**src/hw/rtl/omsd_pkg.sv**
```systemverilog
// Shared constants, types and state encoding for the per-leg force statistics block.
package omsd_pkg;

    localparam int LEG_COUNT  = 4;
    localparam int SLOT_COUNT = 2 * LEG_COUNT;
    localparam int SLOT_W     = $clog2(SLOT_COUNT);
    localparam int LEG_W      = 2;
    localparam int CNT_W      = 32;
    localparam int SQ_W       = 48;
    localparam int DSOR_W     = 32;
    localparam int NBITS_W    = 6;
    localparam int ROOT_W     = 24;
    localparam int PROD_W     = 34;

    // Configuration register indexes
    localparam logic [1:0] CFG_STANCE_MEAN  = 2'd0;
    localparam logic [1:0] CFG_STANCE_SIGMA = 2'd1;
    localparam logic [1:0] CFG_SWING_MEAN   = 2'd2;
    localparam logic [1:0] CFG_SWING_SIGMA  = 2'd3;

    localparam logic signed [15:0] RST_STANCE_MEAN  = 16'sd6400;
    localparam logic        [15:0] RST_STANCE_SIGMA = 16'd800;
    localparam logic signed [15:0] RST_SWING_MEAN   = 16'sd0;
    localparam logic        [15:0] RST_SWING_SIGMA  = 16'd4000;

    localparam logic [CNT_W-1:0] CNT_MAX = {CNT_W{1'b1}};
    localparam logic [SQ_W-1:0]  SQ_MAX  = {SQ_W{1'b1}};

    // Quotient bits for the mean step and the variance step
    localparam logic [NBITS_W-1:0] MEAN_DIV_BITS = 6'd17;
    localparam logic [NBITS_W-1:0] VAR_DIV_BITS  = 6'd48;

    typedef enum logic [2:0] {
        ST_IDLE,
        ST_LOAD,
        ST_DIV_MEAN,
        ST_UPDATE,
        ST_ACCUM,
        ST_DIV_VAR,
        ST_SQRT,
        ST_OUT
    } omsd_state_t;

    typedef struct packed {
        logic busy;
        logic done;
    } unit_stat_t;

endpackage

```
**src/hw/rtl/omsd_div.sv**
```systemverilog
// Restoring divider, one quotient bit per cycle, 48-bit dividend by 32-bit divisor.
module omsd_div (
    input  logic                          aclk,
    input  logic                          aresetn,
    input  logic                          start,
    input  logic [omsd_pkg::SQ_W-1:0]     dend,    // left-aligned dividend
    input  logic [omsd_pkg::DSOR_W-1:0]   dsor,
    input  logic [omsd_pkg::NBITS_W-1:0]  nbits,
    output omsd_pkg::unit_stat_t          stat,
    output logic [omsd_pkg::SQ_W-1:0]     quot
);
    import omsd_pkg::*;

    logic                busy_reg, busy_next;
    logic                done_reg, done_next;
    logic [NBITS_W-1:0]  cnt_reg, cnt_next;
    logic [DSOR_W-1:0]   rem_reg, rem_next;
    logic [SQ_W-1:0]     quo_reg, quo_next;
    logic [DSOR_W-1:0]   dsor_reg, dsor_next;
    logic [DSOR_W:0]     trial;
    logic [DSOR_W:0]     diff;
    logic                ge;

    assign trial = {rem_reg, quo_reg[SQ_W-1]};
    assign ge    = trial >= {1'b0, dsor_reg};
    assign diff  = trial - {1'b0, dsor_reg};

    always_comb begin
        busy_next = busy_reg;
        done_next = 1'b0;
        cnt_next  = cnt_reg;
        rem_next  = rem_reg;
        quo_next  = quo_reg;
        dsor_next = dsor_reg;
        if (start) begin
            busy_next = 1'b1;
            cnt_next  = nbits;
            rem_next  = '0;
            quo_next  = dend;
            dsor_next = dsor;
        end else if (busy_reg) begin
            rem_next = ge ? diff[DSOR_W-1:0] : trial[DSOR_W-1:0];
            quo_next = {quo_reg[SQ_W-2:0], ge};
            cnt_next = cnt_reg - 1'b1;
            if (cnt_reg == NBITS_W'(1)) begin
                busy_next = 1'b0;
                done_next = 1'b1;
            end
        end
    end

    always_ff @(posedge aclk) begin
        if (!aresetn) begin
            busy_reg <= 1'b0;
            done_reg <= 1'b0;
        end else begin
            busy_reg <= busy_next;
            done_reg <= done_next;
        end
    end

    always_ff @(posedge aclk) begin
        cnt_reg  <= cnt_next;
        rem_reg  <= rem_next;
        quo_reg  <= quo_next;
        dsor_reg <= dsor_next;
    end

    assign stat.busy = busy_reg;
    assign stat.done = done_reg;
    assign quot      = quo_reg;

endmodule

```
**src/hw/rtl/omsd_sqrt.sv**
```systemverilog
// Digit-by-digit integer square root, one root bit per cycle.
module omsd_sqrt (
    input  logic                          aclk,
    input  logic                          aresetn,
    input  logic                          start,
    input  logic [omsd_pkg::SQ_W-1:0]     radicand,
    output omsd_pkg::unit_stat_t          stat,
    output logic [omsd_pkg::ROOT_W-1:0]   root
);
    import omsd_pkg::*;

    localparam int REM_W = ROOT_W + 2;
    localparam int CNT_SQ_W = $clog2(ROOT_W + 1);

    logic                busy_reg, busy_next;
    logic                done_reg, done_next;
    logic [CNT_SQ_W-1:0] cnt_reg, cnt_next;
    logic [SQ_W-1:0]     val_reg, val_next;
    logic [REM_W-1:0]    rem_reg, rem_next;
    logic [ROOT_W-1:0]   root_reg, root_next;
    logic [REM_W-1:0]    rem_sh;
    logic [REM_W-1:0]    trial;
    logic                ge;

    assign rem_sh = {rem_reg[REM_W-3:0], val_reg[SQ_W-1:SQ_W-2]};
    assign trial  = {root_reg, 2'b01};
    assign ge     = rem_sh >= trial;

    always_comb begin
        busy_next = busy_reg;
        done_next = 1'b0;
        cnt_next  = cnt_reg;
        val_next  = val_reg;
        rem_next  = rem_reg;
        root_next = root_reg;
        if (start) begin
            busy_next = 1'b1;
            cnt_next  = CNT_SQ_W'(ROOT_W);
            val_next  = radicand;
            rem_next  = '0;
            root_next = '0;
        end else if (busy_reg) begin
            rem_next  = ge ? (rem_sh - trial) : rem_sh;
            root_next = {root_reg[ROOT_W-2:0], ge};
            val_next  = {val_reg[SQ_W-3:0], 2'b00};
            cnt_next  = cnt_reg - 1'b1;
            if (cnt_reg == CNT_SQ_W'(1)) begin
                busy_next = 1'b0;
                done_next = 1'b1;
            end
        end
    end

    always_ff @(posedge aclk) begin
        if (!aresetn) begin
            busy_reg <= 1'b0;
            done_reg <= 1'b0;
        end else begin
            busy_reg <= busy_next;
            done_reg <= done_next;
        end
    end

    always_ff @(posedge aclk) begin
        cnt_reg  <= cnt_next;
        val_reg  <= val_next;
        rem_reg  <= rem_next;
        root_reg <= root_next;
    end

    assign stat.busy = busy_reg;
    assign stat.done = done_reg;
    assign root      = root_reg;

endmodule

```
**src/hw/rtl/online_mean_stddev_per_leg.sv**
```systemverilog
// Top level: per-leg, per-class Welford running mean and standard deviation of force.
//
// One force sample per transfer updates the slot picked by leg and class (stance or
// swing) and yields one result: new mean, sample sigma sqrt(M2/(n-1)) and count. One
// sample is in work at a time; s_tready is high only while the sequencer idles, but a
// finished result may still wait in the output register. A slot holding fewer than
// two samples reports its class's initial sigma and skips the variance divide and the
// square root. The work is done by the single restoring divider (delta/n, then
// M2/(n-1), one quotient bit per cycle) and the square root unit (one root bit per
// cycle). Units: force, mean and sigma in 1/16 N, M2 in 1/256 N^2 saturating at
// 2^48-1, count saturating at 2^32-1. Leg indexes at or beyond LEG_COUNT map to the
// last leg. No clearing pass is needed after reset.
module online_mean_stddev_per_leg (
    input  logic        aclk,
    input  logic        aresetn,
    // input stream
    input  logic        s_tvalid,
    output logic        s_tready,
    input  logic [15:0] s_tdata,   // [15:0] force_sample
    input  logic [2:0]  s_tuser,   // [0] in_stance, [2:1] leg
    // result stream
    output logic        m_tvalid,
    input  logic        m_tready,
    output logic [63:0] m_tdata,   // [15:0] running_mean, [31:16] running_sigma,
                                   // [63:32] sample_count
    output logic [0:0]  m_tuser,   // [0] sum_saturated
    // configuration writes
    input  logic        cfg_we,
    input  logic [1:0]  cfg_addr,
    input  logic [15:0] cfg_wdata
);
    import omsd_pkg::*;

    // configuration
    logic signed [15:0] init_stance_mean_reg;
    logic        [15:0] init_stance_sigma_reg;
    logic signed [15:0] init_swing_mean_reg;
    logic        [15:0] init_swing_sigma_reg;

    // slot storage; mean and M2 are only trusted once count is nonzero
    logic        [CNT_W-1:0] count_mem [SLOT_COUNT];
    logic signed [15:0]      mean_mem  [SLOT_COUNT];
    logic        [SQ_W-1:0]  sq_mem    [SLOT_COUNT];

    omsd_state_t state_reg, state_next;

    // working registers for the sample in flight
    logic signed [15:0]       x_reg;
    logic                     st_reg;
    logic [SLOT_W-1:0]        slot_reg;
    logic [CNT_W-1:0]         n_reg;
    logic signed [15:0]       mu_reg;
    logic signed [16:0]       delta_reg;
    logic [SQ_W-1:0]          m2_reg;
    logic [PROD_W-1:0]        prod_reg;
    logic [15:0]              sigma_reg;

    // output register
    logic                     m_tvalid_reg;
    logic [15:0]              out_mean_reg;
    logic [15:0]              out_sigma_reg;
    logic [CNT_W-1:0]         out_count_reg;
    logic                     out_sat_reg;

    // arithmetic units: divider shared by both divide steps, square root
    logic                     div_start;
    logic [SQ_W-1:0]          div_dend;
    logic [DSOR_W-1:0]        div_dsor;
    logic [NBITS_W-1:0]       div_nbits;
    unit_stat_t               div_stat;
    logic [SQ_W-1:0]          div_quot;
    logic                     sqrt_start;
    unit_stat_t               sqrt_stat;
    logic [ROOT_W-1:0]        sqrt_root;

    // combinational datapath
    logic [LEG_W-1:0]         leg_sat;
    logic [SLOT_W-1:0]        in_slot;
    logic [CNT_W-1:0]         n_old;
    logic [CNT_W-1:0]         n_new;
    logic signed [15:0]       init_mean;
    logic [15:0]              init_sigma;
    logic signed [15:0]       mu_old;
    logic signed [16:0]       delta_c;
    logic [16:0]              delta_abs;
    logic signed [16:0]       mu_new;
    logic signed [16:0]       resid;
    logic signed [PROD_W-1:0] prod_c;
    logic [SQ_W:0]            m2_sum;
    logic [SQ_W-1:0]          m2_sat;
    logic                     out_load;
    logic                     few_samples;

    // slot select: leg saturates to the last leg
    assign leg_sat = (int'(s_tuser[2:1]) >= LEG_COUNT) ? LEG_W'(LEG_COUNT - 1)
                                                        : LEG_W'(s_tuser[2:1]);
    assign in_slot = {leg_sat, s_tuser[0]};

    assign init_mean  = st_reg ? init_stance_mean_reg  : init_swing_mean_reg;
    assign init_sigma = st_reg ? init_stance_sigma_reg : init_swing_sigma_reg;

    // load step: empty slot starts from the class's current initial mean
    assign n_old     = count_mem[slot_reg];
    assign n_new     = (n_old == CNT_MAX) ? CNT_MAX : n_old + 1'b1;
    assign mu_old    = (n_old == '0) ? init_mean : mean_mem[slot_reg];
    assign delta_c   = 17'(x_reg) - 17'(mu_old);
    assign delta_abs = delta_c[16] ? 17'(-delta_c) : delta_c;

    // update step: quotient is |delta|/n, truncating toward zero
    assign mu_new = delta_reg[16] ? (17'(mu_reg) - 17'(div_quot[16:0]))
                                  : (17'(mu_reg) + 17'(div_quot[16:0]));
    assign resid  = 17'(x_reg) - mu_new;
    assign prod_c = delta_reg * resid;

    // accumulate step with saturation
    assign m2_sum      = {1'b0, m2_reg} + (SQ_W+1)'(prod_reg);
    assign m2_sat      = m2_sum[SQ_W] ? SQ_MAX : m2_sum[SQ_W-1:0];
    assign few_samples = n_reg < CNT_W'(2);

    omsd_div u_div (
        .aclk    (aclk),
        .aresetn (aresetn),
        .start   (div_start),
        .dend    (div_dend),
        .dsor    (div_dsor),
        .nbits   (div_nbits),
        .stat    (div_stat),
        .quot    (div_quot)
    );

    omsd_sqrt u_sqrt (
        .aclk     (aclk),
        .aresetn  (aresetn),
        .start    (sqrt_start),
        .radicand (div_quot),
        .stat     (sqrt_stat),
        .root     (sqrt_root)
    );

    // next state
    always_comb begin
        state_next = state_reg;
        case (state_reg)
            ST_IDLE:     if (s_tvalid) state_next = ST_LOAD;
            ST_LOAD:     state_next = ST_DIV_MEAN;
            ST_DIV_MEAN: if (div_stat.done) state_next = ST_UPDATE;
            ST_UPDATE:   state_next = ST_ACCUM;
            ST_ACCUM:    state_next = few_samples ? ST_OUT : ST_DIV_VAR;
            ST_DIV_VAR:  if (div_stat.done) state_next = ST_SQRT;
            ST_SQRT:     if (sqrt_stat.done) state_next = ST_OUT;
            ST_OUT:      if (!m_tvalid_reg || m_tready) state_next = ST_IDLE;
            default:     state_next = ST_IDLE;
        endcase
    end

    // sequencer outputs
    always_comb begin
        s_tready   = 1'b0;
        div_start  = 1'b0;
        div_dend   = {delta_abs, {(SQ_W-17){1'b0}}};
        div_dsor   = n_new;
        div_nbits  = MEAN_DIV_BITS;
        sqrt_start = 1'b0;
        out_load   = 1'b0;
        case (state_reg)
            ST_IDLE: s_tready = 1'b1;
            ST_LOAD: div_start = 1'b1;
            ST_ACCUM: begin
                div_start = !few_samples;
                div_dend  = m2_sat;
                div_dsor  = n_reg - 1'b1;
                div_nbits = VAR_DIV_BITS;
            end
            ST_DIV_VAR: sqrt_start = div_stat.done;
            ST_OUT:     out_load = !m_tvalid_reg || m_tready;
            default: ;
        endcase
    end

    always_ff @(posedge aclk) begin
        if (!aresetn) begin
            state_reg <= ST_IDLE;
        end else begin
            state_reg <= state_next;
        end
    end

    // configuration registers
    always_ff @(posedge aclk) begin
        if (!aresetn) begin
            init_stance_mean_reg  <= RST_STANCE_MEAN;
            init_stance_sigma_reg <= RST_STANCE_SIGMA;
            init_swing_mean_reg   <= RST_SWING_MEAN;
            init_swing_sigma_reg  <= RST_SWING_SIGMA;
        end else if (cfg_we) begin
            case (cfg_addr)
                CFG_STANCE_MEAN:  init_stance_mean_reg  <= cfg_wdata;
                CFG_STANCE_SIGMA: init_stance_sigma_reg <= cfg_wdata;
                CFG_SWING_MEAN:   init_swing_mean_reg   <= cfg_wdata;
                CFG_SWING_SIGMA:  init_swing_sigma_reg  <= cfg_wdata;
                default: ;
            endcase
        end
    end

    // slot counts reset to empty
    always_ff @(posedge aclk) begin
        if (!aresetn) begin
            for (int i = 0; i < SLOT_COUNT; i++) begin
                count_mem[i] <= '0;
            end
        end else if (state_reg == ST_ACCUM) begin
            count_mem[slot_reg] <= n_reg;
        end
    end

    // slot mean and M2 write-back
    always_ff @(posedge aclk) begin
        if (state_reg == ST_ACCUM) begin
            mean_mem[slot_reg] <= mu_reg;
            sq_mem[slot_reg]   <= m2_sat;
        end
    end

    // working registers
    always_ff @(posedge aclk) begin
        case (state_reg)
            ST_IDLE: begin
                x_reg    <= s_tdata;
                st_reg   <= s_tuser[0];
                slot_reg <= in_slot;
            end
            ST_LOAD: begin
                n_reg     <= n_new;
                mu_reg    <= mu_old;
                delta_reg <= delta_c;
                m2_reg    <= (n_old == '0) ? '0 : sq_mem[slot_reg];
            end
            ST_UPDATE: begin
                mu_reg   <= mu_new[15:0];
                prod_reg <= PROD_W'(prod_c);
            end
            ST_ACCUM: begin
                m2_reg    <= m2_sat;
                sigma_reg <= init_sigma;
            end
            ST_SQRT: begin
                if (sqrt_stat.done) begin
                    sigma_reg <= (sqrt_root > ROOT_W'(16'hFFFF)) ? 16'hFFFF
                                                                 : sqrt_root[15:0];
                end
            end
            default: ;
        endcase
    end

    // output register
    always_ff @(posedge aclk) begin
        if (!aresetn) begin
            m_tvalid_reg <= 1'b0;
        end else if (out_load) begin
            m_tvalid_reg <= 1'b1;
        end else if (m_tready) begin
            m_tvalid_reg <= 1'b0;
        end
    end

    always_ff @(posedge aclk) begin
        if (out_load) begin
            out_mean_reg  <= mu_reg;
            out_sigma_reg <= sigma_reg;
            out_count_reg <= n_reg;
            out_sat_reg   <= (m2_reg == SQ_MAX);
        end
    end

    assign m_tvalid = m_tvalid_reg;
    assign m_tdata  = {out_count_reg, out_sigma_reg, out_mean_reg};
    assign m_tuser  = out_sat_reg;

`ifndef SYNTHESIS
    a_div_done_state: assert property (@(posedge aclk) disable iff (!aresetn)
        div_stat.done |-> (state_reg == ST_DIV_MEAN || state_reg == ST_DIV_VAR))
        else $error("divider finished outside a divide state");

    a_sqrt_done_state: assert property (@(posedge aclk) disable iff (!aresetn)
        sqrt_stat.done |-> state_reg == ST_SQRT)
        else $error("square root finished outside its state");

    a_units_exclusive: assert property (@(posedge aclk) disable iff (!aresetn)
        !(div_stat.busy && sqrt_stat.busy))
        else $error("divider and square root busy together");

    a_count_nonzero: assert property (@(posedge aclk) disable iff (!aresetn)
        m_tvalid |-> m_tdata[63:32] != 32'd0)
        else $error("result with zero count");

    a_sat_needs_two: assert property (@(posedge aclk) disable iff (!aresetn)
        (m_tvalid && m_tuser[0]) |-> m_tdata[63:32] >= 32'd2)
        else $error("saturated sum with fewer than two samples");
`endif

endmodule

```
**config.mk**
```make
export PLATFORM = sky130hd
export DESIGN_NAME = online_mean_stddev_per_leg
export DESIGN_NICKNAME = d
export VERILOG_FILES = /design/src/hw/rtl/omsd_pkg.sv /design/src/hw/rtl/omsd_div.sv /design/src/hw/rtl/omsd_sqrt.sv /design/src/hw/rtl/online_mean_stddev_per_leg.sv
export SDC_FILE = /design/constraint.sdc
export NUM_CORES = 2
export LEC_CHECK = 0
export ABC_CLOCK_PERIOD_IN_PS = 11500
export BUFFER_PORTS_ARGS = -buffer_cell sky130_fd_sc_hd__buf_4
export CAP_MARGIN = 20
export CORE_MARGIN = 1.5
export CORE_UTILIZATION = 62
export DETAILED_ROUTE_END_ITERATION = 12
export GPL_ROUTABILITY_DRIVEN = 1
export PLACE_DENSITY = 0.89
export SETUP_SLACK_MARGIN = 0.5
export SLEW_MARGIN = 25
export SYNTH_ARGS = -nofsm -noshare
export SYNTH_HDL_FRONTEND = slang
export SYNTH_HIERARCHICAL = 1
export SYNTH_SLANG_ARGS = --single-unit
```
**constraint.sdc**
```tcl
create_clock -name aclk -period 11.5 [get_ports aclk]
set_input_delay 0 -clock aclk [delete_from_list [all_inputs] [get_ports aclk]]
set_output_delay 0 -clock aclk [all_outputs]
set_load 0.05 [all_outputs]
```
=== Word-level counts from Yosys, hierarchy flattened ===
Memories as Yosys holds them, arrays and structs flattened. A register that Yosys moved wholly into a read port is not among the register bits.
Index checks and enable logic that the tools add are counted.
W data, S select, Z words.

* Flip-flop bits (word level): 539
* Memories kept: 3
* Memory bits (writable): 768
* Output and inout port bits: 67
* Logic and storage cells: 150

* Equality and inequality tests: 19
* Reduce and logical (&&, ||, !) cells: 21
* Order comparisons: 4
* $mul: 1
* Bitwise logic cells: 3
* Muxes and demuxes: 56
* Add/subtract/negate cells: 12

{| class="wikitable"
|+ Memory list
! memory !! words !! width !! rd ports !! clocked after memory_dff !! wr ports !! RTL line !! RTL
|-
| sq_mem || 8 || 48 || 1 || 1 || 1 || online_mean_stddev_per_leg.sv:43 || <nowiki>logic [SQ_W-1:0] sq_mem [SLOT_COUNT];</nowiki>
|-
| count_mem || 8 || 32 || 1 || 1 || 8 || online_mean_stddev_per_leg.sv:41 || <nowiki>logic [CNT_W-1:0] count_mem [SLOT_COUNT];</nowiki>
|-
| mean_mem || 8 || 16 || 1 || 1 || 1 || online_mean_stddev_per_leg.sv:42 || <nowiki>logic signed [15:0] mean_mem [SLOT_COUNT];</nowiki>
|}

{| class="wikitable"
|+ Operators with widths
! cell !! number
|-
| $mux W48 || 7
|-
| $mux W32 || 4
|-
| $pmux W48 S2 || 1
|-
| $mux W16 || 5
|-
| $pmux W16 S2 || 2
|-
| $add A48 B34 Y49 || 1
|-
| $eq A48 B48 Y1 const B || 1
|-
| $mul A17 B17 Y34 || 1
|-
| $mux W17 || 2
|-
| $ge A33 B32 Y1 || 1
|-
| $add A32 B1 Y32 const B || 1
|-
| $eq A32 B32 Y1 const B || 1
|-
| $logic_not A32 Y1 || 1
|-
| $lt A32 B2 Y1 const B || 1
|-
| $reduce_or A32 Y1 || 1
|-
| $sub A32 B1 Y32 const B || 1
|-
| $sub A32 B32 Y32 || 1
|-
| $mux W3 || 9
|-
| $ge A26 B26 Y1 || 1
|-
| $gt A24 B16 Y1 const B || 1
|-
| $mux W24 || 1
|-
| $pmux W3 S8 || 1
|-
| $sub A24 B24 Y24 || 1
|-
| $mux W1 || 19
|-
| other kinds (28) || 51
|}

=== Depth between registers and ports, before layout ===
* Word-level depth: 7
* Gate-level depth with buffers: 47
* Depth with buffers taken out: 46

=== Cells and area by module ===
Netlist, hierarchy kept.

{| class="wikitable"
|+ By module, submodules not included
! module !! seq. area each (um2) !! times used !! cells an instance !! area an instance (um2)
|-
| online_mean_stddev_per_leg || 31,900.6 || 1 || 4,522 || 59,907.5
|-
| omsd_div || 3,263.1 || 1 || 617 || 6,745.2
|-
| omsd_sqrt || 2,542.4 || 1 || 566 || 5,759.3
|}

=== Worst setup path before layout ===
OpenSTA, ideal clock, no wires.

* Path kind: reg-to-reg
* From: register delta_reg[16]
* To: register prod_reg[29], data pin
* Buffers on the path: 2
* Stages on the path, launching flop included: 42
* Slack: 1.284 ns
* Data arrival time: 9.958 ns
* Required time: 11.242 ns
* Library setup time: 0.258 ns
* Path through: edfxtp_1 > clkbuf_1 > nor2_1 > xnor2_1 > ha_1 > o21ai_0 > a21oi_1 > or2_2 > ha_1 > o21a_1 > o31a_1 > o31a_1 > o41a_1 > maj3_2 > maj3_2 > maj3_2 > o21a_1 > o21ai_0 > (+6 left out) > fa_1 > fa_1 > fa_1 > inv_1 > fa_1 > inv_1 > ha_1 > a21o_1 > a21o_1 > a21o_1 > a21o_1 > a21oi_1 > o31a_1 > a21oi_1 > and4_1 > or3_1 > a21oi_1 > xnor2_1

* Longest elaborated chain between the ends: 3

{| class="wikitable"
|+ Ends and longest elaborated chain
! item !! RTL line !! RTL
|-
| start, declared || online_mean_stddev_per_leg.sv:53 || <nowiki>logic signed [16:0] delta_reg;</nowiki>
|-
| start signal, assigned || online_mean_stddev_per_leg.sv:236 || <nowiki>delta_reg <= delta_c;</nowiki>
|-
| $mux W17 || online_mean_stddev_per_leg.sv:110 || <nowiki>assign mu_new = delta_reg[16] ? (17'(mu_reg) - 17'(div_quot[16:0]))</nowiki>
|-
| $sub A16 B17 Y17 || online_mean_stddev_per_leg.sv:112 || <nowiki>assign resid = 17'(x_reg) - mu_new;</nowiki>
|-
| $mul A17 B17 Y34 (*) || online_mean_stddev_per_leg.sv:113 || <nowiki>assign prod_c = delta_reg * resid;</nowiki>
|-
| via prod_c[29] || online_mean_stddev_per_leg.sv:88 || <nowiki>logic signed [PROD_W-1:0] prod_c;</nowiki>
|-
| end signal, assigned || online_mean_stddev_per_leg.sv:241 || <nowiki>prod_reg <= PROD_W'(prod_c);</nowiki>
|-
| end, declared || online_mean_stddev_per_leg.sv:55 || <nowiki>logic [PROD_W-1:0] prod_reg;</nowiki>
|}

The timed path passes the listed nets; every way through them passes the cells marked *.
A chain may end at the register's enable or synchronous reset.

=== Final worst setup path ===
* From: register u_div.quo_reg[0] (netlist: u_div/quot[0])
* To: register prod_reg[29], data pin

* Longest elaborated chain between the ends: 4
* Elaborated cells on any way between the ends: 5
* Those cells by class: add/sub: 3; mul: 1; mux: 1

{| class="wikitable"
|+ Ends and longest elaborated chain
! item !! RTL line !! RTL
|-
| start, declared || omsd_div.sv:18 || <nowiki>logic [SQ_W-1:0] quo_reg, quo_next;</nowiki>
|-
| start signal, assigned || omsd_div.sv:65 || <nowiki>quo_reg <= quo_next;</nowiki>
|-
| $add A17 B17 Y17 / $sub A17 B17 Y17 (equally long branches) || online_mean_stddev_per_leg.sv:111, online_mean_stddev_per_leg.sv:110 ||
|-
| $mux W17 (*) || online_mean_stddev_per_leg.sv:110 ||
|-
| $sub A16 B17 Y17 (*) || online_mean_stddev_per_leg.sv:112 ||
|-
| $mul A17 B17 Y34 (*) || online_mean_stddev_per_leg.sv:113 ||
|-
| via prod_c[29] || online_mean_stddev_per_leg.sv:88 ||
|}

Marked as above.

==> run_results.csv <==
group,metric,value,unit
outcome,status,"completed",
placed_design,gp_congestion,0.946,
route,ant_nets,0,
grt,grt_overflow_total,0,
timing,fin_skew,51.2,ps
grt,grt_max_degree,101,
min_path,hp-class,"primary input to register",
setup_path,worst-endpoint-required,11990,ps
finish,top_regs,"sq_mem: 384 flops, count_mem: 256 flops, mean_mem: 128 flops",
route,topRoutingLayerUsed,"met5",
timing,whs,24.9,ps
route,drt-met1-wl,66.9,mm
synthesis,synthCells,5703,
setup_path,critical-path-max-stage-delay,570,ps
cts,cts.sinks,1309,
floorplanning,start_util,0.624,
cts,numCtsBuffers,134,
setup_path,cp.depth,43,
synthesis,ys_warn_count,6,
finish,mostFrequentLayoutCells,"1,149 x edfxtp_1, 507 x nand2_1, 442 x inv_1, 319 x and2_1, 301 x fa_1",
grt,grt_pass1_wl,291,mm
setup_path,crit_start,"u_div/quot[0]",
setup_path,cp-endpoint,"prod_reg[29]",
timing,final_max_slew_viol_count,0,
floorplanning,dieWidth,345,um
timing,setup_tns,0,ps
route,vias_per_cell,6.60,
timing,setup_violations,0,
route,dr.first_iter.drc_count,6114,
floorplanning,core.rowCount,125,
setup_path,path_delay_family,"adder cells",
timing,slew_headroom,0.248,
setup_path,r2r_start,"u_div/quot[0]",
finish,seqCellArea,37700,um2
grt,grt_pass1_vias,50100,
timing,worstMarginPinSlew,1120,ps
route,wl_met3,22.5,mm
timing,hold_viol_final,0,
floorplanning,die_h,345,um
synthesis,synth_area,72400,um2
synthesis,syn_area_per_cell,12.7,um2
setup_path,crit_fanout,5,
finish,largest_register,"sq_mem",
setup_path,cpMaxStageDelayCell,"fa_1",
setup_path,crit_arrival,11510,ps
floorplanning,boundaryPins,109,
cts,clk_pin_slew_worst_paths,70,ps
route,drc,0,
setup_path,r2r_slack,480,ps
cts,htree_levels,4,
finish,multi_input_area,32300,um2
finish,fin_cells,7467,
placed_design,hpwl,121,mm
setup_path,critPathBufInv,5,
finish,syn_to_final_growth,10.8,%
run,max_cap_viol_count,0,
floorplanning,dieArea,119000,um2
cts,clock_path_buffers,3,
route,wl_per_cell,25.9,um
cts,insertion_delay,790,ps
floorplanning,core,116000,um2
route,dr.pass1.iters,9,
timing,fin_crit_sh,0.958,
finish,drive_above_1_share,0.139,
grt,grt_use_total,0.324,
setup_path,cp-end-kind,"register",
finish,fin_nets,6403,
finish,num-fill-cells,7219,
setup_path,r2r_end,"prod_reg[29]",
route,dr_wl_met2,93.0,mm
route,finalWirelength,193,mm
setup_path,cpMostUsedCell,"fa_1",
timing,period_minus_slack,11020,ps
timing,rsz0062_at_grt,"false",
route,vias,49300,
setup_path,critical_path_class,"register to register",
cts,root_buffer,"clkbuf_16",
finish,largest_reg_flops,384,
setup_path,r2r_cells,43,
finish,final_common_cell,"edfxtp_1",
placed_design,port_buffers,108,
setup_path,start_kind,"register",
timing,fmax,0.0907,GHz
cts,cts_tree,"done",
grt,grt_antenna_before_repair,6,
placed_design,placed_cells,7129,
==> routing by layer <==
layer,global-route usage,up-vias
li1,-,20700
met1,0.411,24100
met2,0.531,3671
met3,0.0689,794
met4,0.164,8
met5,0,-
==> worst min-delay path: cells and delay by family <==
family | cells | cell delay [ps]
AO/OA/AOI/OAI | 1 | 50
buffers and inverters | 2 | 660
AND/OR/NAND/NOR | 1 | 40
==> area by class of cell <==
type	instances	share of cell area
Sequential cell	1309	0.470
Multi-Input combinational cell	3663	0.403
Clock buffer	171	0.0441
Timing Repair Buffer	273	0.0287
Tap cell	1524	0.0238
Inverter	450	0.0211
Clock inverter	72	0.00935
Antenna cell	5	0.000156
==> metrics by stage <==
stage | setup slack [ps] | instance area (um2) | utilization
finish | 480 | 80200 | 0.691
CTS | 502 | 79700 | 0.687
detailed placement | 330 | 74700 | 0.644
global placement | 723 | 74700 | 0.644
global route | 236 | 80200 | 0.691
floorplan | 1280 | 72400 | -
==> repair_timing <==
item / 4_1_cts / 5_1_grt
gates cloned: 0 / 0
setup buffers: 3 / 17
pin swaps: 1 / 13
hold endpoints to repair: 128 / 0
gates resized for setup: 4 / 39
setup endpoints to repair: 4 / 10
hold buffers: 66 / 0
==> worst min-delay path by stage <==
stage                           start  depth (start not counted)  slack (ps)          end
after global routing       s_tuser[1]                          2          20  slot_reg[1]
after CTS                 s_tdata[15]                          2           8    x_reg[15]
after global placement     s_tdata[5]                          1         180     x_reg[5]
final                      s_tuser[2]                          4          20     register
after detailed placement   s_tdata[5]                          1         180     x_reg[5]
after floorplan            s_tuser[0]                          0         100  slot_reg[0]
Power is not shown: default switching activity piles up to over one toggle a cycle in this logic, so the estimate is an artifact.
